File: config.mk
export PLATFORM = sky130hd
export DESIGN_NAME = lbbr_ram
export DESIGN_NICKNAME = d
export VERILOG_FILES = /design/src/lbbr_ram.sv
export SDC_FILE = /design/constraint.sdc
export NUM_CORES = 1
export LEC_CHECK = 0
export ABC_CLOCK_PERIOD_IN_PS = 2500
export BUFFER_PORTS_ARGS = -buffer_cell sky130_fd_sc_hd__buf_2
export CAP_MARGIN = 10
export CORE_ASPECT_RATIO = 1.4
export CORE_UTILIZATION = 60
export DETAILED_ROUTE_END_ITERATION = 16
export PLACE_DENSITY = 0.78
export SYNTH_ARGS = -nofsm -noshare
export SYNTH_HDL_FRONTEND = slang
export SYNTH_SLANG_ARGS = --single-unit
File: constraint.sdc
create_clock -name clk -period 2.5 [get_ports clk]
set_input_delay 0.375 -clock clk [delete_from_list [all_inputs] [get_ports clk]]
set_output_delay 0.375 -clock clk [all_outputs]
set_load 0.05 [all_outputs]
File: src/lbbr_ram.sv
// ----------------------------------------------------------------------------
// lbbr_ram
// Generic simple dual-port RAM: one write port, one read port, registered read.
// ----------------------------------------------------------------------------
`default_nettype none

module lbbr_ram #(
    parameter int WIDTH = 8,
    parameter int DEPTH = 16
) (
    input  wire logic                     clk,
    input  wire logic                     we,
    input  wire logic [$clog2(DEPTH)-1:0] waddr,
    input  wire logic [WIDTH-1:0]         wdata,
    input  wire logic [$clog2(DEPTH)-1:0] raddr,
    output logic      [WIDTH-1:0]         rdata
);

    logic [WIDTH-1:0] mem [DEPTH];

    // Write on enable, register the read data
    always_ff @(posedge clk) begin
        if (we) begin
            mem[waddr] <= wdata;
        end
        rdata <= mem[raddr];
    end

endmodule

`default_nettype wire

After elaboration in Yosys (flattened, before gate mapping) --
Memories as Yosys holds them, arrays and structs flattened. A register that Yosys moved wholly into a read port is not among the register bits. Cells that the tools add are included.
Word-level totals: bits of input ports 18, memories 1, logic and storage cells 3, output and inout port bits 8, bits in registers 0, RAM bits 128
Cells by class: multiplexer cells 2
Memories:
- mem | depth 16, bits a word 8, read ports 1, clocked after memory_dff 1, write ports 1, line 19 | logic [WIDTH-1:0] mem [DEPTH];
Operators with widths (number):
- $mux 1 | 2

Longest topological paths before layout --
Gate-level depths: netlist of run 1.
depth after elaboration 2, mapped depth 5, gate-level depth less buffers 3

Least setup slack after synthesis of run 1 --
Ideal clock, no wire load.
path type in2reg, start point input port waddr[2], end point memory mem[0][0] (enable), slack 0.632 ns, data arrival time 1.485 ns, stages on the path 2, library setup time 0.383 ns, path buffers 0, data required time 2.117 ns, cell sequence or3b_2 nor3_1
RTL lines:
- start, declared | line 13 | input wire logic [$clog2(DEPTH)-1:0] waddr,
- end, declared | line 19
No word-level cell before the write port.

Worst setup path after layout of run 1 --
start point input port waddr[2], end point memory mem[1][4] (enable)
No word-level cell before the write port.

==> results of run 1 <==
power groups by stage:
stage / sequential [uW] / clock (uW) / combinational, uW
floorplan: 2660 / 0 / 129
global placement: 2610 / 0 / 278
detailed placement: 2610 / 0 / 285
CTS: 2570 / 2400 / 289
global route: 2570 / 2490 / 306
finish: 2570 / 2370 / 286
cell type report:
class	instances	area, sq um
Timing Repair Buffer	44	280
Sequential cell	136	4000
Fill cell	478	2210
Clock inverter	12	133
Tap cell	102	128
Multi-Input combinational cell	83	1060
Clock buffer	20	437
per-stage QoR:
| step | worst slack [ns] | util | hold WS [ns] | cells | cell area, sq um |
|---|---|---|---|---|---|
| final | 0.894 | 0.732 | 0.350 | 397 | 6040 |
| after global routing | 0.809 | 0.732 | 0.350 | 397 | 6040 |
| after CTS | 0.864 | 0.732 | 0.338 | 397 | 6040 |
| after detailed placement | 0.473 | 0.663 | 0.646 | 365 | 5470 |
| after global placement | 0.481 | 0.663 | 0.644 | 365 | 5470 |
| after floorplan | 0.632 | - | 0.474 | 229 | 5150 |
cell families (layout without fill, tap and decap cells):
| kind of cell | after synthesis | in the layout | synth area share |
|---|---|---|---|
| AO/OA/AOI/OAI | 16 | 16 | 0.0233 |
| buffers and inverters | 10 | 76 | 0.0168 |
| flip-flops | 136 | 136 | 0.778 |
| multiplexers | 32 | 32 | 0.150 |
| AND/OR/NAND/NOR | 35 | 35 | 0.0318 |
cells in the mapped netlist:
cell	instances
nor2b_1	1
a22oi_1	16
buf_2	3
clkdlybuf4s25_2	3
edfxtp_1	128
nand2_1	9
and2b_1	1
dfxtp_1	8
mux4_1	14
nor3_1	4
and2_1	1
or3b_2	1
nand3_1	1
mux4_2	18
nand2b_1	2
nand3b_1	2
nor2_1	13
buf_4	1
buf_6	3
registers in the layout, indices dropped and copies added, names as in the netlist:
name,flops
mem,128
rdata,8
worst max-delay path, stage by stage:
cell and delay, ns:
buf_2 0.12, or3b_2 0.51, nor2_1 0.64
routing by layer:
metal | GRT usage | up-vias
li1 | - | 1080
met1 | 0.339 | 1267
met2 | 0.384 | 119
met3 | 0.0689 | 19
met4 | 0.110 | 0
met5 | 0 | -
worst max-delay path by stage:
stage	startpoint	endpoint	slack (ns)
after floorplan	waddr[2]	mem[0][0]	0.63
after global placement	raddr[0]	rdata[3]	0.48
after detailed placement	raddr[0]	rdata[5]	0.47
after CTS	raddr[0]	rdata[5]	0.86
after global routing	raddr[0]	rdata[1]	0.81
final	waddr[2]	mem[1][4]	0.89
==> qor.txt, run 1 <==
Yosys warnings -> 0
GP Congestion -> 0.768
layout cells sized above 1 -> 0.298
class of the worst hold path -> in -> reg
critical path startpoint category -> input port
Slew @ Worst Pin -> 0.804 ns
synth unique cells -> 19
Max Freq -> 623 MHz
Critical R2R Capture -> rdata[3]
Mean Syn Cell Area -> 22.5 sq um
Num CTS Buffers -> 17
Worst Path Max Fanout -> 8
Top Ports -> 26
TritonRoute pass-1 iters -> 4
PortBufs -> 25
Synth area leader -> edfxtp_1
leakage power -> 0.00208 uW
CTS tree -> done
global-route wire length before repair -> 14800 um
deepest clock path buffer count -> 2
Worst Skew -> 0.00437 ns
max layer used -> met4
detailed-route DRC error count -> 0
H-tree levels -> 4
via count -> 2485
max_cap viols -> 0
fin crit share -> 0.643
met2 WL -> 5030 um
# clock sinks -> 136
FF-to-FF Start -> mem[5][3]
endpoints failing setup -> 0
Site Rows -> 39
Die Ht -> 112 um
total negative setup slack -> 0 ns
vias per cell -> 6.26
Final Critical Period -> 1.61 ns
Critical Path RT -> 2.53 ns
Hold Startpoint -> wdata[4]
worst skew pair latency -> 0.41 ns
antenna cell count -> 0
met1 WL -> 4030 um
Initial Util -> 0.624
R2R Setup Slk -> 1.11 ns
Core Area -> 8250 sq um
hold path cells -> 1
#FFs+latches synth -> 136
most common cell after layout, fill and taps aside -> edfxtp_1
RSZ-0062 raised after global routing -> no
post-CTS repair timing setup buffer count -> 0
Overall Global Routing Usage -> 0.250
metal3 WL -> 570 um
Max IR drop VDD -> 0.551 mV
Clk pwr share -> 0.454
die area -> 8960 sq um
grt ovf -> 0
Arr. time, crit path -> 1.64 ns
Gate power share -> 0.055
post-CTS sizing -> 0
Mapped Cells -> 229
final wirelength -> 9850 um
Slew HR -> 0.462
Final Total Pwr -> 5220 uW
Post-DRT Antenna Nets -> 0
run status -> finished, final reports clean
Seq/Total Area, Yosys -> 0.778
area share of the largest cell type after synthesis -> 0.747
Hold Crit Endpoint -> mem[7][4]
Setup crit end kind -> register
commonest non-fill, non-tap cells in the layout -> edfxtp_1 (128), buf_2 (25), mux4_2 (18), buf_4 (18), clkbuf_16 (17)
Setup Crit Path Kind -> in -> reg
Post-Syn Nets -> 247
switching pwr -> 1030 uW
Clock Pin Slew Worst Setup and Hold Paths -> 0.05 ns
Reg power frac -> 0.491
CTS hold repair buffers -> 0
chip width -> 80.3 um
Max Slew Vio Count -> 0
largest net degree at the start of global routing -> 26
internal cell power -> 4190 uW
Root Driver -> clkbuf_16
Final Hold Vio Count -> 0
vias in the first global route -> 2518
post-DP HPWL -> 6050 um
Iteration-0 DRC Markers -> 242
Synth-to-Final Area Change -> 17.3%
synth top area cells -> edfxtp_1 (75%), mux4_2 (7.9%), mux4_1 (7.1%)
Post-Syn Area -> 5150 sq um
routed length per placed instance -> 24.8 um
fin nets -> 300
initial antenna violation count -> 0
Pwr per Cell Area -> 865 nW/um^2
R2R cell count -> 3
Sw Share -> 0.197
No activity file was read; power rests on OpenSTA's default activity.
==> run 2, diff against run 1 <==
--- a/config.mk
+++ b/config.mk
@@ -5,7 +5,8 @@
 export SDC_FILE = /design/constraint.sdc
 export NUM_CORES = 1
 export LEC_CHECK = 0
-export ABC_CLOCK_PERIOD_IN_PS = 2500
+export ABC_AREA = 1
+export ABC_CLOCK_PERIOD_IN_PS = 1510
 export BUFFER_PORTS_ARGS = -buffer_cell sky130_fd_sc_hd__buf_2
 export CAP_MARGIN = 10
 export CORE_ASPECT_RATIO = 1.4
==> constraint.sdc (replaced) <==
create_clock -name clk -period 1.51 [get_ports clk]
set_input_delay 0.2265 -clock clk [delete_from_list [all_inputs] [get_ports clk]]
set_output_delay 0.2265 -clock clk [all_outputs]
set_load 0.05 [all_outputs]
==> qor.txt, run 2 <==
endpoints failing setup -> 0
GP Congestion -> 0.855
Regs by FF count -> mem: 128 flops, rdata: 8 flops
Iteration-0 DRC Markers -> 489
synth top area cells -> edfxtp_1 (67%), nand2_1 (11%), nand3_1 (8.4%)
H-tree levels -> 4
Hold Crit Endpoint -> rdata[1]
Post-DRT Antenna Nets -> 0
post-DP HPWL -> 7840 um
initial antenna violation count -> 0
Mapped Cells -> 551
area share of the largest cell type after synthesis -> 0.667
Post-synth ARST share -> 0
Top Ports -> 26
run status -> complete, but fails checks
antenna cell count -> 0
Final Critical Period -> 1.30 ns
Final Hold Vio Count -> 0
Arr. time, crit path -> 1.08 ns
main flop type after synthesis -> edfxtp_1
chip width -> 84.9 um
Overall Global Routing Usage -> 0.281
Max Slew Vio Count -> 0
routed length per placed instance -> 17.8 um
total negative setup slack -> 0 ns
via count -> 4034
Synth area leader -> edfxtp_1
post-CTS sizing -> 0
Max IR drop VDD -> 0.945 mV
max_cap viols -> 0
Synth-to-Final Area Change -> 15.7%
CTS hold repair buffers -> 0
R2R cell count -> 6
Worst Path Max Fanout -> 1
fin nets -> 614
number of synthesized flops with an enable pin -> 128
Slew @ Worst Pin -> 0.381 ns
TritonRoute pass-1 iters -> 12
largest net degree at the start of global routing -> 65
Yosys warnings -> 0
Max Freq -> 767 MHz
#FFs+latches synth -> 136
# clock sinks -> 136
vias in the first global route -> 3876
Core Area -> 9410 sq um
FF-to-FF Start -> mem[13][7]
leakage power -> 0.00295 uW
vias per cell -> 5.61
Post-Syn Area -> 5770 sq um
Clock Pin Slew Worst Setup and Hold Paths -> 0.06 ns
Initial Util -> 0.613
cell family with most CP delay -> flip-flops
FILL cells -> 645
commonest non-fill, non-tap cells in the layout -> nand2_1 (173), edfxtp_1 (128), inv_1 (100)
worst slack, placed -> 0.178 ns
detailed-route DRC error count -> 2
max reg flops -> 128
post-CTS repair timing setup buffer count -> 0
Final Total Pwr -> 8880 uW
Seq/Total Area, Yosys -> 0.694
cell with the most instances after synthesis -> nand2_1
failing checks -> design-rule violations
Setup crit end kind -> output port
worst path bufs/invs -> 1
deepest clock path buffer count -> 2
final wirelength -> 12800 um
CTS tree -> done
Setup Crit Path Kind -> reg -> out
Die Ht -> 118 um
Critical Path RT -> 1.28 ns
Mean Syn Cell Area -> 10.5 sq um
Root Driver -> clkbuf_16
global-route wire length before repair -> 20200 um
worst skew pair latency -> 0.42 ns
Hold Startpoint -> raddr[3]
Worst Skew -> 0.00657 ns
R2R Setup Slk -> 0.41 ns
Site Rows -> 42
Worst path slowest cell -> dfxtp_1
Num CTS Buffers -> 17
critical path cell sequence -> buf_2
grt ovf -> 0
most flop-heavy register -> mem
Post-Syn Nets -> 569
PortBufs -> 25
fin crit share -> 0.863
class of the worst hold path -> in -> reg
hold path cells -> 3
RSZ-0062 raised after global routing -> no
die area -> 10000 sq um
Commonest cells post-synth -> nand2_1 (173), edfxtp_1 (128), inv_1 (100)
most common cell after layout, fill and taps aside -> nand2_1
Pwr per Cell Area -> 1330 nW/um^2
crit-path max cell delay -> 0.38 ns
Slew HR -> 0.746
layout cells sized above 1 -> 0.128
Final WS setup -> 0.206 ns
synth unique cells -> 12
Critical R2R Capture -> rdata[7]
critical path startpoint category -> register
-- run 2: kinds of logic (layout without fill, tap and decap cells) --
family                 Yosys count  in the layout  synth area share
DFF                            136            136             0.694
buffers and inverters          126            184            0.0952
and+or+nand+nor                289            289             0.210
-- run 2: report_power, final --
group,internal [uW],switching (uW),leakage [uW]
Sequential,4220,27.1,0.00122
Combinational,168,446,0.00144
Clock,2570,1440,0.000283
-- run 2: worst max-delay path by stage --
| stage | cells after the start | to | from | slack [ns] |
|---|---|---|---|---|
| after floorplan | 2 | mem[10][0] | waddr[2] | 0.33 |
| after global placement | 8 | rdata[5] | raddr[0] | 0.23 |
| after detailed placement | 8 | rdata[7] | raddr[0] | 0.18 |
| after CTS | 1 | rdata[7] | rdata[7] | 0.20 |
| after global routing | 1 | rdata[7] | rdata[7] | 0.20 |
| final | 1 | rdata[7] | rdata[7] | 0.21 |
-- run 2: area by class of cell --
cell class                      count  area (sq um)  area share
Sequential cell                   136          4000       0.600
Multi-Input combinational cell    289          1210       0.182
Clock buffer                       22           444      0.0666
Inverter                          102           383      0.0574
Timing Repair Buffer               50           363      0.0544
Tap cell                          110           138      0.0206
Clock inverter                     10           128      0.0191
-- run 2: worst min-delay path, delay by kind of cell --
kind                   cells  cell delay, ns
buffers and inverters      1            0.16
AND/OR/NAND/NOR            2            0.15
-- run 2: metal layers --
layer / global-route usage / share of wire / vias to the layer above
met2: 0.455 / 0.51 / 200
met5: 0 / 0 / -
met1: 0.350 / 0.38 / 1942
li1: - / - / 1860
met3: 0.0694 / 0.069 / 32
met4: 0.146 / 0.036 / 0
-- run 2: stage by stage --
step | instance area [sq um] | hold slack, ns | utilization | std cells
after floorplan | 5770 | 0.325 | - | 551
after global placement | 6100 | 0.592 | 0.649 | 687
after detailed placement | 6100 | 0.592 | 0.649 | 687
after CTS | 6670 | 0.158 | 0.709 | 719
after global routing | 6670 | 0.170 | 0.709 | 719
final | 6670 | 0.166 | 0.709 | 719
==> run 3, diff against run 2 <==
--- a/config.mk
+++ b/config.mk
@@ -9,10 +9,12 @@
 export ABC_CLOCK_PERIOD_IN_PS = 1510
 export BUFFER_PORTS_ARGS = -buffer_cell sky130_fd_sc_hd__buf_2
 export CAP_MARGIN = 10
+export CELL_PAD_IN_SITES_DETAIL_PLACEMENT = 1
+export CELL_PAD_IN_SITES_GLOBAL_PLACEMENT = 1
 export CORE_ASPECT_RATIO = 1.4
-export CORE_UTILIZATION = 60
+export CORE_UTILIZATION = 49
 export DETAILED_ROUTE_END_ITERATION = 16
-export PLACE_DENSITY = 0.78
+export PLACE_DENSITY_LB_ADDON = 0.1
 export SYNTH_ARGS = -nofsm -noshare
 export SYNTH_HDL_FRONTEND = slang
 export SYNTH_SLANG_ARGS = --single-unit
==> qor.txt, run 3 (synthesized netlist as in run 2, its figures left out) <==
vias in the first global route -> 4267
Core Area -> 11400 sq um
chip width -> 93.7 um
H-tree levels -> 4
Top Ports -> 26
antenna cell count -> 0
PortBufs -> 25
Setup Crit Path Kind -> reg -> out
CTS tree -> done
most flop-heavy register -> mem
Max IR drop VDD -> 0.766 mV
deepest clock path buffer count -> 2
Hold Crit Endpoint -> mem[3][4]
worst path bufs/invs -> 1
R2R cell count -> 6
via count -> 4083
FF-to-FF Start -> mem[9][4]
Critical R2R Capture -> rdata[4]
Slew @ Worst Pin -> 0.360 ns
GP Congestion -> 0.776
Die Ht -> 130 um
endpoints failing setup -> 0
total negative setup slack -> 0 ns
Num CTS Buffers -> 17
Final Hold Vio Count -> 0
critical path cell sequence -> buf_2
placed insts -> 727
Setup crit end kind -> output port
worst skew pair latency -> 0.42 ns
Clock Pin Slew Worst Setup and Hold Paths -> 0.06 ns
layout cells sized above 1 -> 0.145
Crit path depth -> 1
FILL cells -> 1232
max reg flops -> 128
grt ovf -> 0
Hold Startpoint -> wdata[4]
Site Rows -> 46
leakage power -> 0.00299 uW
Max Freq -> 777 MHz
hold path cells -> 1
Overall Global Routing Usage -> 0.267
critical path startpoint category -> register
crit-path max cell delay -> 0.36 ns
met2 usage -> 0.493
class of the worst hold path -> in -> reg
routed length per placed instance -> 19.6 um
Iteration-0 DRC Markers -> 206
detailed-route DRC error count -> 0
Arr. time, crit path -> 1.06 ns
RSZ-0062 raised after global routing -> no
R2R Setup Slk -> 0.50 ns
Pwr per Cell Area -> 1360 nW/um^2
Most Crowded Layer GR -> met2
post-CTS repair timing setup buffer count -> 0
Initial Util -> 0.506
die area -> 12200 sq um
run status -> finished, final reports clean
largest net degree at the start of global routing -> 38
post-CTS sizing -> 0
cell family with most CP delay -> flip-flops
final wirelength -> 14900 um
TritonRoute pass-1 iters -> 5
Finished Layout Cells -> 759
# clock sinks -> 136
post-DP HPWL -> 9190 um
Max Slew Vio Count -> 0
Root Driver -> clkbuf_16
Worst path slowest cell -> dfxtp_1
Global Route met1 Usage -> 0.287
Worst Path Max Fanout -> 1
vias per cell -> 5.38
initial antenna violation count -> 0
fin nets -> 620
global-route wire length before repair -> 22700 um
Critical Path RT -> 1.28 ns
fin crit share -> 0.852
max_cap viols -> 0
commonest non-fill, non-tap cells in the layout -> nand2_1 (173), edfxtp_1 (128), inv_1 (100)
CTS hold repair buffers -> 0
Post-DRT Antenna Nets -> 0
met3 usage -> 0.0530
Regs by FF count -> mem: 128 flops, rdata: 8 flops
Final Critical Period -> 1.29 ns
Worst Skew -> 0.00559 ns
Slew HR -> 0.760
most common cell after layout, fill and taps aside -> nand2_1
Synth-to-Final Area Change -> 18.2%
## run 3: changes by cell type in the layout (fill, tap and decap cells not counted)
| cell | delta |
|---|---|
| clkbuf_1 | -4 |
| buf_4 | +6 |
| clkbuf_8 | +2 |
| bufinv_16 | +1 |
| clkinv_1 | -1 |
| clkinv_2 | -2 |
| clkinvlp_4 | +4 |
## run 3: routing by layer
metal	vias to the layer above	routed length, um	part of all wire
li1	1872	-	-
met1	2075	5620	0.38
met2	101	8280	0.56
met3	35	523	0.035
met4	0	473	0.032
met5	-	0	0
## run 3: worst max-delay path by stage
stage / end / start / slack, ns
global placement: mem[2][0] / waddr[0] / 0.25
CTS: rdata[6] / rdata[6] / 0.19
global route: rdata[6] / rdata[6] / 0.20
finish: rdata[6] / rdata[6] / 0.22
floorplan: mem[10][0] / waddr[2] / 0.33
detailed placement: mem[10][2] / waddr[2] / 0.19
## run 3: through the flow
stage | instance area (sq um) | total power [uW] | hold WS [ns] | worst slack (ns) | utilization
after floorplan | 5770 | 4700 | 0.325 | 0.333 | -
after global placement | 6190 | 4920 | 0.635 | 0.254 | 0.543
after detailed placement | 6190 | 4950 | 0.651 | 0.193 | 0.543
after CTS | 6820 | 9300 | 0.209 | 0.188 | 0.598
after global routing | 6820 | 9470 | 0.213 | 0.196 | 0.598
final | 6820 | 9260 | 0.209 | 0.223 | 0.598
## run 3: layout make-up
| class | count | area, sq um | area share |
|---|---|---|---|
| multi-input cells | 289 | 1210 | 0.178 |
| well taps | 144 | 180 | 0.0264 |
| flip-flops and latches | 136 | 4000 | 0.587 |
| repair buffers | 56 | 408 | 0.0598 |
| clock buffers | 20 | 457 | 0.0670 |
| inverters | 102 | 383 | 0.0561 |
| clock inverters | 12 | 174 | 0.0255 |
## run 3: power breakdown
part	total, uW	switching, uW	internal (uW)
Clock	4380	1540	2840
Sequential	4250	28.4	4220
Combinational	632	459	172
Total	9260	2030	7230
